**config.mk**
```make
export PLATFORM = sky130hd
export DESIGN_NAME = fp16_squared_euclidean_distance_core
export DESIGN_NICKNAME = d
export VERILOG_FILES = /design/src/sv/sed_pkg.sv /design/src/sv/sed_fifo.sv /design/src/sv/sed_front.sv /design/src/sv/sed_back.sv /design/src/sv/fp16_squared_euclidean_distance_core.sv
export SDC_FILE = /design/constraint.sdc
export NUM_CORES = 2
export LEC_CHECK = 0
export BUFFER_PORTS_ARGS = -buffer_cell sky130_fd_sc_hd__buf_2
export CORE_MARGIN = 2
export CORE_UTILIZATION = 40
export CTS_BUF_LIST = sky130_fd_sc_hd__clkbuf_8
export DETAILED_ROUTE_END_ITERATION = 16
export PLACE_DENSITY = 0.58
export SLEW_MARGIN = 20
export SYNTH_ARGS = -nofsm -noshare
export SYNTH_HDL_FRONTEND = slang
export SYNTH_SLANG_ARGS = --single-unit
```
**constraint.sdc**
```tcl
create_clock -name clk_i -period 30.4 [get_ports clk_i]
set_input_delay 0 -clock clk_i [delete_from_list [all_inputs] [get_ports clk_i]]
set_output_delay 0 -clock clk_i [all_outputs]
set_load 0.03 [all_outputs]
```
**src/sv/sed_pkg.sv**
```systemverilog
package sed_pkg;

  localparam int unsigned FIFO_DEPTH = 2;
  localparam logic [31:0] CANON_NAN = 32'h7FC0_0000;
  localparam logic [31:0] POS_INF   = 32'h7F80_0000;

  typedef struct packed {
    logic [31:0] delta;
    logic        last;
  } item_t;

  // exact binary16 -> binary32 widening
  function automatic logic [31:0] widen_half(input logic [15:0] h);
    logic [4:0]  ex;
    logic [9:0]  mt;
    logic [31:0] res;
    logic [3:0]  pos;
    logic        found;
    logic [9:0]  sh;
    ex = h[14:10];
    mt = h[9:0];
    res = {h[15], 31'b0};
    pos = 4'd0;
    found = 1'b0;
    if (ex == 5'd31) begin
      res = {h[15], 8'hFF, mt, 13'b0};
    end else if (ex != 5'd0) begin
      res = {h[15], 3'b0, ex, mt, 13'b0} + {1'b0, 8'd112, 23'b0};
    end else if (mt != 10'd0) begin
      for (int i = 9; i >= 0; i--) begin
        if (!found && mt[i]) begin
          pos = 4'(i);
          found = 1'b1;
        end
      end
      // value = mt * 2^-24, leading one at bit pos
      sh = mt << (4'd10 - pos);
      res = {h[15], 8'(8'd103 + {4'b0, pos}), sh, 13'b0};
    end
    return res;
  endfunction

  function automatic logic [31:0] fp32_add(input logic [31:0] a, input logic [31:0] b);
    logic        a_nan, b_nan, a_inf, b_inf;
    logic [31:0] big, sml;
    logic [8:0]  e_big, e_sml;
    logic [23:0] m_big, m_sml;
    logic [7:0]  d;
    logic [53:0] wide;
    logic [26:0] ms;
    logic [27:0] sum;
    logic [4:0]  lz;
    logic        found;
    logic [8:0]  sh;
    logic [8:0]  e;
    logic [26:0] n;
    logic [31:0] res;
    logic        rnd;
    a_nan = (a[30:23] == 8'hFF) && (a[22:0] != 23'd0);
    b_nan = (b[30:23] == 8'hFF) && (b[22:0] != 23'd0);
    a_inf = (a[30:0] == POS_INF[30:0]);
    b_inf = (b[30:0] == POS_INF[30:0]);
    if (a[30:0] >= b[30:0]) begin
      big = a;
      sml = b;
    end else begin
      big = b;
      sml = a;
    end
    e_big = (big[30:23] == 8'd0) ? 9'd1 : {1'b0, big[30:23]};
    e_sml = (sml[30:23] == 8'd0) ? 9'd1 : {1'b0, sml[30:23]};
    m_big = {big[30:23] != 8'd0, big[22:0]};
    m_sml = {sml[30:23] != 8'd0, sml[22:0]};
    d = 8'(e_big - e_sml);
    if (d >= 8'd27) begin
      ms = {26'b0, m_sml != 24'd0};
    end else begin
      wide = {m_sml, 3'b0, 27'b0} >> d;
      ms = wide[53:27];
      ms[0] = ms[0] | (wide[26:0] != 27'd0);
    end
    if (big[31] != sml[31]) sum = {1'b0, m_big, 3'b0} - {1'b0, ms};
    else                    sum = {1'b0, m_big, 3'b0} + {1'b0, ms};
    lz = 5'd0;
    found = 1'b0;
    for (int i = 26; i >= 0; i--) begin
      if (!found && sum[i]) begin
        lz = 5'(26 - i);
        found = 1'b1;
      end
    end
    if (sum[27]) begin
      n = sum[27:1];
      n[0] = n[0] | sum[0];
      e = e_big + 9'd1;
    end else begin
      sh = ({4'b0, lz} < (e_big - 9'd1)) ? {4'b0, lz} : (e_big - 9'd1);
      n = sum[26:0] << sh;
      e = e_big - sh;
    end
    rnd = n[2] & (n[1] | n[0] | n[3]);
    res = {big[31], (n[26] ? e[7:0] : 8'd0), n[25:3]} + {31'b0, rnd};
    if (a_nan || b_nan || (a_inf && b_inf && (a[31] != b[31]))) begin
      res = CANON_NAN;
    end else if (a_inf || b_inf) begin
      res = {big[31], POS_INF[30:0]};
    end else if (sum == 28'd0) begin
      res = {a[31] & b[31], 31'b0};
    end else if (e >= 9'd255) begin
      res = {big[31], POS_INF[30:0]};
    end
    return res;
  endfunction

  function automatic logic [31:0] fp32_mul(input logic [31:0] a, input logic [31:0] b);
    logic               a_nan, b_nan, a_inf, b_inf, a_zero, b_zero, s;
    logic [8:0]         ea, eb;
    logic [23:0]        ma, mb;
    logic [47:0]        p;
    logic [5:0]         lz;
    logic               found;
    logic signed [10:0] ee;
    logic [7:0]         rs;
    logic [95:0]        wide;
    logic               st;
    logic               rnd;
    logic [31:0]        res;
    a_nan  = (a[30:23] == 8'hFF) && (a[22:0] != 23'd0);
    b_nan  = (b[30:23] == 8'hFF) && (b[22:0] != 23'd0);
    a_inf  = (a[30:0] == POS_INF[30:0]);
    b_inf  = (b[30:0] == POS_INF[30:0]);
    a_zero = (a[30:0] == 31'd0);
    b_zero = (b[30:0] == 31'd0);
    s  = a[31] ^ b[31];
    ea = (a[30:23] == 8'd0) ? 9'd1 : {1'b0, a[30:23]};
    eb = (b[30:23] == 8'd0) ? 9'd1 : {1'b0, b[30:23]};
    ma = {a[30:23] != 8'd0, a[22:0]};
    mb = {b[30:23] != 8'd0, b[22:0]};
    p  = ma * mb;
    lz = 6'd0;
    found = 1'b0;
    for (int i = 47; i >= 0; i--) begin
      if (!found && p[i]) begin
        lz = 6'(47 - i);
        found = 1'b1;
      end
    end
    p  = p << lz;
    ee = 11'($signed({2'b0, ea}) + $signed({2'b0, eb}) - 11'sd126 - $signed({5'b0, lz}));
    st = 1'b0;
    if (ee < 11'sd1) begin
      rs = 8'(11'sd1 - ee);
      if (rs >= 8'd49) begin
        st = (p != 48'd0);
        p = 48'd0;
      end else begin
        wide = {p, 48'b0} >> rs;
        p = wide[95:48];
        st = (wide[47:0] != 48'd0);
      end
      ee = 11'sd0;
    end
    st  = st | (p[22:0] != 23'd0);
    rnd = p[23] & (st | p[24]);
    res = {s, (p[47] ? ee[7:0] : 8'd0), p[46:24]} + {31'b0, rnd};
    if (a_nan || b_nan || (a_inf && b_zero) || (b_inf && a_zero)) begin
      res = CANON_NAN;
    end else if (a_inf || b_inf) begin
      res = {s, POS_INF[30:0]};
    end else if (a_zero || b_zero) begin
      res = {s, 31'b0};
    end else if (ee >= 11'sd255) begin
      res = {s, POS_INF[30:0]};
    end
    return res;
  endfunction

endpackage

```
**src/sv/sed_fifo.sv**
```systemverilog
module sed_fifo #(
  parameter int unsigned Width = 33,
  parameter int unsigned Depth = sed_pkg::FIFO_DEPTH
) (
  input  logic             clk_i,
  input  logic             rst_ni,
  input  logic             wr_en_i,
  input  logic [Width-1:0] wr_data_i,
  input  logic             rd_en_i,
  output logic [Width-1:0] rd_data_o,
  output logic             full_o,
  output logic             empty_o
);

  localparam int unsigned PtrW = (Depth > 1) ? $clog2(Depth) : 1;
  localparam int unsigned CntW = $clog2(Depth + 1);

  logic [Width-1:0] mem_q [Depth];
  logic [PtrW-1:0]  wr_ptr_q, rd_ptr_q;
  logic [CntW-1:0]  count_q;

  assign full_o    = (count_q == CntW'(Depth));
  assign empty_o   = (count_q == '0);
  assign rd_data_o = mem_q[rd_ptr_q];

  always_ff @(posedge clk_i or negedge rst_ni) begin
    if (!rst_ni) begin
      wr_ptr_q <= '0;
      rd_ptr_q <= '0;
      count_q  <= '0;
    end else begin
      if (wr_en_i) begin
        wr_ptr_q <= (wr_ptr_q == PtrW'(Depth - 1)) ? '0 : wr_ptr_q + 1'b1;
      end
      if (rd_en_i) begin
        rd_ptr_q <= (rd_ptr_q == PtrW'(Depth - 1)) ? '0 : rd_ptr_q + 1'b1;
      end
      case ({wr_en_i, rd_en_i})
        2'b10:   count_q <= count_q + 1'b1;
        2'b01:   count_q <= count_q - 1'b1;
        default: count_q <= count_q;
      endcase
    end
  end

  always_ff @(posedge clk_i) begin
    if (wr_en_i) begin
      mem_q[wr_ptr_q] <= wr_data_i;
    end
  end

endmodule

```
**src/sv/sed_front.sv**
```systemverilog
module sed_front (
  input  logic            push_i,
  input  logic            full_i,
  input  logic [15:0]     query_half_i,
  input  logic [15:0]     row_half_i,
  input  logic            last_element_i,
  output logic            wr_en_o,
  output sed_pkg::item_t  item_o
);

  logic [31:0] q_wide, r_wide;

  // widen both halves and form row - query
  assign q_wide        = sed_pkg::widen_half(query_half_i);
  assign r_wide        = sed_pkg::widen_half(row_half_i);
  assign item_o.delta  = sed_pkg::fp32_add(r_wide, {~q_wide[31], q_wide[30:0]});
  assign item_o.last   = last_element_i;
  assign wr_en_o       = push_i && !full_i;

endmodule

```
**src/sv/sed_back.sv**
```systemverilog
module sed_back (
  input  logic           clk_i,
  input  logic           rst_ni,
  input  logic           in_empty_i,
  input  sed_pkg::item_t in_item_i,
  output logic           in_rd_o,
  input  logic           out_full_i,
  output logic           out_wr_o,
  output logic [31:0]    out_data_o
);

  logic        v1_q, v1_d;
  logic        last1_q;
  logic [31:0] prod_q;
  logic [31:0] sum_q, sum_d;
  logic [31:0] acc;
  logic        fire2, adv;

  assign fire2   = v1_q && (!last1_q || !out_full_i);
  assign adv     = !v1_q || fire2;
  assign in_rd_o = adv && !in_empty_i;
  assign v1_d    = adv ? !in_empty_i : v1_q;

  assign acc        = sed_pkg::fp32_add(sum_q, prod_q);
  assign out_wr_o   = fire2 && last1_q;
  // canonicalize any NaN on the way out
  assign out_data_o = ((acc[30:23] == 8'hFF) && (acc[22:0] != 23'd0)) ? sed_pkg::CANON_NAN : acc;

  always_comb begin
    sum_d = sum_q;
    if (fire2) begin
      sum_d = last1_q ? 32'd0 : acc;
    end
  end

  always_ff @(posedge clk_i or negedge rst_ni) begin
    if (!rst_ni) begin
      v1_q  <= 1'b0;
      sum_q <= 32'd0;
    end else begin
      v1_q  <= v1_d;
      sum_q <= sum_d;
    end
  end

  always_ff @(posedge clk_i) begin
    if (in_rd_o) begin
      prod_q  <= sed_pkg::fp32_mul(in_item_i.delta, in_item_i.delta);
      last1_q <= in_item_i.last;
    end
  end

endmodule

```
**src/sv/fp16_squared_euclidean_distance_core.sv**
```systemverilog
// channel  | handshake   | payload
// input    | push / full | query_half_i, row_half_i, last_element_i
// result   | empty / pop | distance_bits_o
// One element per cycle unless a last element waits on a full result queue; the accumulator
// add closes a loop through one register. A result shows on empty low once its last element
// has passed the multiply register and been written to the result queue. Reset clears both
// queues, the multiply stage and the sum to +0. Pop low fills the result queue, then the
// multiply stage holds at the next last element and the element queue fills until full rises.
module fp16_squared_euclidean_distance_core #(
  parameter int unsigned FifoDepth = sed_pkg::FIFO_DEPTH
) (
  input  logic        clk_i,
  input  logic        rst_ni,
  input  logic        push,
  output logic        full,
  input  logic [15:0] query_half_i,
  input  logic [15:0] row_half_i,
  input  logic        last_element_i,
  output logic        empty,
  input  logic        pop,
  output logic [31:0] distance_bits_o
);

  localparam int unsigned ItemW = $bits(sed_pkg::item_t);

  logic           in_wr, in_rd, in_empty;
  sed_pkg::item_t wr_item, rd_item;
  logic           out_wr, out_full;
  logic [31:0]    out_data;

  sed_front u_front (
    .push_i         (push),
    .full_i         (full),
    .query_half_i   (query_half_i),
    .row_half_i     (row_half_i),
    .last_element_i (last_element_i),
    .wr_en_o        (in_wr),
    .item_o         (wr_item)
  );

  sed_fifo #(.Width(ItemW), .Depth(FifoDepth)) u_in_fifo (
    .clk_i     (clk_i),
    .rst_ni    (rst_ni),
    .wr_en_i   (in_wr),
    .wr_data_i (wr_item),
    .rd_en_i   (in_rd),
    .rd_data_o (rd_item),
    .full_o    (full),
    .empty_o   (in_empty)
  );

  sed_back u_back (
    .clk_i      (clk_i),
    .rst_ni     (rst_ni),
    .in_empty_i (in_empty),
    .in_item_i  (rd_item),
    .in_rd_o    (in_rd),
    .out_full_i (out_full),
    .out_wr_o   (out_wr),
    .out_data_o (out_data)
  );

  sed_fifo #(.Width(32), .Depth(FifoDepth)) u_out_fifo (
    .clk_i     (clk_i),
    .rst_ni    (rst_ni),
    .wr_en_i   (out_wr),
    .wr_data_i (out_data),
    .rd_en_i   (pop && !empty),
    .rd_data_o (distance_bits_o),
    .full_o    (out_full),
    .empty_o   (empty)
  );

`ifndef NO_ASSERTIONS
  a_no_out_overflow: assert property (@(posedge clk_i) disable iff (!rst_ni)
    out_wr |-> !out_full) else $error("result written to full queue");

  a_no_in_underflow: assert property (@(posedge clk_i) disable iff (!rst_ni)
    in_rd |-> !in_empty) else $error("element read from empty queue");

  a_canon_nan: assert property (@(posedge clk_i) disable iff (!rst_ni)
    (!empty && distance_bits_o[30:23] == 8'hFF && distance_bits_o[22:0] != 23'd0)
      |-> distance_bits_o == sed_pkg::CANON_NAN) else $error("non-canonical NaN result");
`endif

endmodule
```
**After elaboration in Yosys (flattened, before gate mapping)**

Memories as Yosys holds them, arrays and structs flattened.
Cells that the tools add are included.

- Div/mod/pow operators: 0
- Magnitude comparators: 11
- Eq/ne operators: 23
- Reductions and logical operators: 302
- $mul: 1
- Shift operators: 8
- Multiplexer cells: 403
- Bitwise gates (word level): 16
- Add/subtract/negate cells: 33

Operator list:

| operator | number |
|---|---|
| 32-bit two-way mux | 18 |
| 1-bit two-way mux | 232 |
| 4-bit two-way mux | 50 |
| 5-bit two-way mux | 38 |
| 23-bit nonzero test | 7 |
| 31-bit == test, second input constant | 5 |
| 48-bit two-way mux | 3 |
| 1-bit logical AND | 133 |
| 31-bit two-way mux | 4 |
| 1-bit zero test | 123 |
| 27-bit two-way mux | 4 |
| 54-bit by 8-bit right shift with 54-bit output | 2 |
| 6-bit two-way mux | 17 |
| 48-bit nonzero test | 2 |
| 96-bit by 8-bit right shift with 96-bit output | 1 |
| 32-bit by 1-bit adder with 32-bit output | 2 |
| 32-bit by 30-bit adder with 32-bit output, second input constant | 2 |
| 8-bit two-way mux | 8 |
| 31-bit >= comparator | 2 |
| 27-bit by 27-bit adder with 28-bit output | 2 |
| 28-bit zero test | 2 |
| 28-bit two-way mux | 2 |
| 27-bit by 27-bit subtractor with 28-bit output | 2 |
| 27-bit nonzero test | 2 |
| 49 further kinds | 134 |

- Memory bits (read-only): 0
- Latch bits: 0
- Input bits: 37
- Output and inout bits: 34
- Word-level logic and storage cells: 811
- Memories kept: 2
- Register bits: 74
- RAM bits: 130

Memories:

| memory | words | bits a word | read ports | clocked after Yosys merged registers in | wr ports | line | RTL |
|---|---|---|---|---|---|---|---|
| u_in_fifo.mem_q | 2 | 33 | 1 | 0 | 1 | sed_fifo.sv:18 | `logic [Width-1:0] mem_q [Depth];` |
| u_out_fifo.mem_q | 2 | 32 | 1 | 0 | 1 | sed_fifo.sv:18 |  |

**Longest topological paths before layout**

- Depth after elaboration: 209
- Depth in mapped cells: 86
- Mapped depth without buffers: 78

**Cells and area by module**

From an unflattened synthesis, not the netlist that was laid out.

- Cells, all modules: 8,070
- Area, all modules: 61,126.1 um^2

Modules (own cells, without submodules):

| module | cells each | instances | seq. area each (um^2) | area each (um^2) |
|---|---|---|---|---|
| sed_back | 6,015 | 1 | 1,816.7 | 44,057.3 |
| sed_front | 1,819 | 1 | 0.0 | 11,691.2 |
| sed_fifo (u_in_fifo) | 119 | 1 | 2,082.0 | 2,717.6 |
| sed_fifo (u_out_fifo) | 116 | 1 | 2,021.9 | 2,646.3 |
| fp16_squared_euclidean_distance_core | 1 | 1 | 0.0 | 13.8 |

**Least setup slack after synthesis**

OpenSTA, ideal clock, no wires.

- Kind: register to register
- Start: register u_in_fifo.rd_ptr_q
- End: register u_back.prod_q[17], data pin
- Period minus slack after synthesis: 17.333 ns
- Stages on the path, launching flop included: 67
- Setup slack: 13.067 ns
- Data required time: 30.141 ns
- Library setup time: 0.259 ns
- Arrival: 17.074 ns
- Buffers on the path: 17
- Cell sequence: dfrtp_1 > clkbuf_1 > buf_1 > buf_1 > buf_1 > mux2_2 > inv_1 > buf_1 > nor2_1 > fa_1 > inv_1 > fa_1 > fa_1 > inv_1 > fa_1 > inv_1 > fa_1 > fa_1 > [... 31 more ...] > clkbuf_1 > ha_1 > nand2_1 > nor3_1 > nand4_1 > nor2_1 > ha_1 > inv_1 > or3_1 > or2_2 > o221a_2 > nor4_1 > nand4bb_1 > or2_1 > clkbuf_1 > nor3_1 > xnor2_1 > nor2b_1

- Cells in the longest elaborated chain, start to end: 204
- Elaborated cells between the ends (all ways): 274
- Those cells by class: add/sub: 5; mul: 1; order compare: 3; eq/ne: 2; shift: 2; mux: 151; bitwise: 3; reduce/logical: 106; memory: 1

RTL lines:

| what | line | RTL |
|---|---|---|
| start: declaration | sed_fifo.sv:19 | `logic [PtrW-1:0] wr_ptr_q, rd_ptr_q;` |
| start signal: assignment | sed_fifo.sv:36 | `rd_ptr_q <= (rd_ptr_q == PtrW'(Depth - 1)) ? '0 : rd_ptr_q + 1'b1;` |
| memory 2 x 33 bit (*) | -- |  |
| 8-bit nonzero test | sed_pkg.sv:137, sed_pkg.sv:138 |  |
| 24-bit by 24-bit multiplier with 48-bit output | sed_pkg.sv:139 | `p = ma * mb;` |
| 1-bit two-way mux | sed_pkg.sv:143 | `if (!found && p[i]) begin` |
| 1-bit two-way mux | sed_back.sv:47 | `if (in_rd_o) begin` |
| 1-bit zero test | sed_pkg.sv:143 |  |
| 1-bit logical AND | sed_pkg.sv:143 |  |
| 1-bit two-way mux | sed_pkg.sv:143 |  |
| [... 188 more ...] | -- |  |
| 48-bit nonzero test / 48-bit two-way mux (equally long branches) | sed_pkg.sv:159, sed_pkg.sv:153 |  |
| 1-bit two-way mux / 48-bit two-way mux (equally long branches) | sed_pkg.sv:153, sed_pkg.sv:151 |  |
| 1-bit two-way mux / 48-bit two-way mux (equally long branches) | sed_pkg.sv:151, sed_back.sv:47 |  |
| 1-bit two-way mux / 23-bit nonzero test (equally long branches) | sed_back.sv:47, sed_pkg.sv:163 |  |
| 1-bit OR | sed_pkg.sv:163 | `st = st \| (p[22:0] != 23'd0);` |
| 1-bit OR | sed_pkg.sv:164 | `rnd = p[23] & (st \| p[24]);` |
| 1-bit bitwise AND | sed_pkg.sv:164 |  |
| 31-bit by 1-bit adder with 32-bit output | sed_pkg.sv:165 | `res = {s, (p[47] ? ee[7:0] : 8'd0), p[46:24]} + {31'b0, rnd};` |
| end signal: assignment | sed_back.sv:48 | `prod_q <= sed_pkg::fp32_mul(in_item_i.delta, in_item_i.delta);` |
| end: declaration | sed_back.sv:14 | `logic [31:0] prod_q;` |

Mark *: on every way between the ends. The rest lies on a longest branch, timed or not. The select of a mux whose other input is x is not followed.
A chain may end at the register's enable or synchronous reset.

**Worst setup path after layout**

- Start: register u_back.sum_q[22]
- End: memory u_out_fifo.mem_q[0][22], data pin

- Cells in the longest elaborated chain, start to end: 105
- Elaborated cells between the ends (all ways): 156
- Those cells by class: add/sub: 7; order compare: 4; eq/ne: 3; shift: 2; mux: 67; bitwise: 5; reduce/logical: 68

RTL lines:

| what | line | RTL |
|---|---|---|
| start: declaration | sed_back.sv:15 | `logic [31:0] sum_q, sum_d;` |
| start signal: assignment | sed_back.sv:42 | `sum_q <= sum_d;` |
| 31-bit >= comparator | sed_pkg.sv:63 | `if (a[30:0] >= b[30:0]) begin` |
| 32-bit two-way mux | sed_pkg.sv:63 |  |
| 8-bit zero test, on equally long branches | sed_pkg.sv:70, sed_pkg.sv:71 |  |
| 8-bit two-way mux, on equally long branches | sed_pkg.sv:70, sed_pkg.sv:71 |  |
| 8-bit subtractor | sed_pkg.sv:74 | `d = 8'(e_big - e_sml);` |
| 54-bit by 8-bit right shift with 54-bit output | sed_pkg.sv:78 | `wide = {m_sml, 3'b0, 27'b0} >> d;` |
| 27-bit nonzero test | sed_pkg.sv:80 | `ms[0] = ms[0] \| (wide[26:0] != 27'd0);` |
| 1-bit OR | sed_pkg.sv:80 |  |
| [... 90 more ...] | -- |  |
| 32-bit two-way mux | sed_pkg.sv:109 | `end else if (e >= 9'd255) begin` |
| 32-bit two-way mux | sed_pkg.sv:107 | `end else if (sum == 28'd0) begin` |
| 32-bit two-way mux | sed_pkg.sv:105 | `end else if (a_inf \|\| b_inf) begin` |
| 32-bit two-way mux (*) | sed_pkg.sv:103 | `if (a_nan \|\| b_nan \|\| (a_inf && b_inf && (a[31] != b[31]))) begin` |
| 23-bit nonzero test / 8-bit == test (equally long branches) | sed_back.sv:27 | `assign out_data_o = ((acc[30:23] == 8'hFF) && (acc[22:0] != 23'd0)) ? sed_pkg::CANON_NAN : acc;` |
| 1-bit logical AND | sed_back.sv:27 |  |
| 32-bit two-way mux (*) | sed_back.sv:27 |  |
| via out_data[22] | fp16_squared_euclidean_distance_core.sv:29 | `logic [31:0] out_data;` |
| end: declaration | sed_fifo.sv:18 |  |

The timed path passes the listed nets; every way through them passes the cells marked *.

==> metrics.txt <==
status finished clean; Met2 Wirelength 103 mm; async set-reset flop share out of synthesis 20.3%; Synth Flop Type edfxtp_1; proportion of layout cells with a drive suffix above 1 7.59%; top cell type's share of synthesized area 15.5%; Post-DRT Antenna Nets 0; M1 WL 104 mm; RR Startpoint u_back.sum_q[22]$_DFFE_PN0P_; fmax 46.8 MHz; die footprint 143000 um2; period utilisation layout 70.3%; vias 59900; reg2reg end u_out_fifo.mem_q[0][22]$_DFFE_PP_; DR WL met3 24.7 mm; drt drc 0; Hold Crit Depth 2; drt via density 6.52; worst path required time 30.76 ns; fin crit period 21.38 ns; clk buf depth 3; Area growth syn-to-layout 5.36%; # setup viols final 0; latest clock arrival within the worst-skew pair 0.62 ns; worst hold path class in -> reg; Syn Inst Count 7464; H-tree depth 2; CP startpoint kind flop; HPWL Detailed 191 mm; Die Wd 378 um; Critical Path Max Stage Delay 0.90 ns; most used cell, CP a21oi_1; max-slew violations 0; HP Start last_element_i; Root Driver clkbuf_8; final net count 8112; Core ar. 139000 um2; FF-to-FF setup slack 9.02 ns; most frequent cell after synthesis nor2_1; vias in the first global route 57000; EDFF count, synth 161; Setup Fix Bufs, Post-CTS 0; relative slew slack 16.8%; largest net degree at the start of global routing 84; number of port buffers 70; total track usage 33.0%; starting density of the core 40.2%; CTS Buf Count 34; critical path arrival 21.75 ns; Worst Max-Slew Pin Slew 1.24 ns; WL final 242 mm; final setup TNS 0 ns; total congestion overflow 0; synthesized net count 8287; total number of yosys warnings 0; WS Path Type reg -> reg; Final GP Congestion 1.03; number of max-cap violations 0; Synth Area per Inst 7.49 um2; cell taking the most area after synthesis fa_1; TritonRoute pass-1 iters 8; die height 378 um; first-pass GRT wire length 364 mm; clock sinks 202; Post-synth top cells nor2_1, nand2_1, inv_1; WL/cell 26.3 um; Top Metal Used met4; I/O pin cnt 71; initial antenna violation count 4; Register-to-Register Path Depth 66; number of DRC markers in iteration 0 8428; top cells by area, synth fa_1, edfxtp_1, ha_1; Yosys reg bits 202; critical path endpoint category flop; area of the mapped netlist 55900 um2; CTS tree yes; Site Rows 137; Yosys cell types 119; Max FO, Critical Path 46; Worst path slowest cell and3_1; CTS resizes 0; sequential share of the synthesized area 10.5%; Final Skew 0.0393 ns; Fin. Hold Viols 0; unrepaired setup endpoints after global routing false; Clk pin slew, worst setup/hold paths 0.11 ns; Hold Path End u_in_fifo.mem_q[0][0]$_DFFE_PP_
per-stage QoR:
step,worst slack [ns],std cells,cell area (um2),hold WS [ns],utilization (%)
6_report,9.02,9192,58900,0.143,42.3
5_1_grt,7.62,9191,58900,0.153,42.3
4_1_cts,9.71,9189,58900,0.0924,42.3
3_5_place_dp,9.78,9124,58200,0.207,41.8
3_3_place_gp,9.79,9124,58200,0.205,41.8
2_1_floorplan,13.07,7464,55900,-0.296,-
area by class of cell:
cell class | instances | area [um2]
antenna | 2 | 5.00
clock buffer | 36 | 495
clock inverter | 25 | 155
fill | 14600 | 80300
inverter | 737 | 2770
multi-input combinational | 6101 | 45900
sequential | 202 | 5860
tap | 1876 | 2350
timing repair buffer | 213 | 1440
cells in the final DEF, fill, tap and decap left out, types with 136 or more instances in the layout:
cell	instances
o21ai_0	393
edfxtp_1	161
nand2_1	720
fa_1	433
ha_1	350
nor2_1	784
buf_4	139
xnor2_1	136
nor3_1	238
inv_1	736
nand3_1	211
mux2i_1	136
a21oi_1	478
timing repair:
action / 4_1_cts / 5_1_grt
endpoints found under the hold margin: 47 / 14
hold buffers: 4 / 1
endpoints found under the setup margin: 0 / 0
critical path, delay by kind of cell (launching register included):
kind / cells / cell delay, ns
AO/OA/AOI/OAI: 26 / 8.64
XOR/XNOR: 2 / 1.02
adder cells (fa/ha/maj): 7 / 2.24
buffers and inverters: 9 / 2.13
flip-flops: 1 / 0.47
AND/OR/NAND/NOR: 22 / 6.50
worst max-delay path by stage:
stage,endpoint,slack [ns],start
after floorplan,u_back.prod_q[17]$_SDFFCE_PP0P_,13.07,u_in_fifo.rd_ptr_q$_DFFE_PN0P_
after global routing,u_out_fifo.mem_q[0][22]$_DFFE_PP_,7.62,u_back.sum_q[22]$_DFFE_PN0P_
after global placement,u_out_fifo.mem_q[0][22]$_DFFE_PP_,9.79,u_back.sum_q[22]$_DFFE_PN0P_
after detailed placement,u_out_fifo.mem_q[1][22]$_DFFE_PP_,9.78,u_back.sum_q[22]$_DFFE_PN0P_
final,u_out_fifo.mem_q[0][22]$_DFFE_PP_,9.02,u_back.sum_q[22]$_DFFE_PN0P_
after CTS,u_out_fifo.mem_q[0][22]$_DFFE_PP_,9.71,u_back.sum_q[22]$_DFFE_PN0P_
per-layer routing:
metal / track usage, % / vias to the layer above
li1: - / 26700
met1: 47.0 / 29200
met2: 49.7 / 3452
met4: 12.1 / 0
met5: 0 / -
met3: 5.85 / 606
cells by family after synthesis:
family	Yosys count	synth area share [%]
DFF	202	10.5
and+or+nand+nor	2633	22.3
buffers and inverters	1161	7.97
AOI/OAI and AO/OA	2188	26.7
muxes	272	5.63
xor gates and xnor gates	220	3.44
adders and majority gates	788	23.4
state kept, by name (all words and copies together), names as in the netlist:
signal               count
u_back.v1_q              1
u_back.sum_q            32
u_in_fifo.count_q        2
u_out_fifo.wr_ptr_q      1
u_out_fifo.mem_q        64
u_in_fifo.rd_ptr_q       1
u_out_fifo.count_q       2
u_back.prod_q           32
u_back.last1_q           1
u_in_fifo.mem_q         64
u_in_fifo.wr_ptr_q       1
u_out_fifo.rd_ptr_q      1
Power is not shown: default switching activity piles up to over one toggle a cycle in this logic, so the estimate is an artifact.
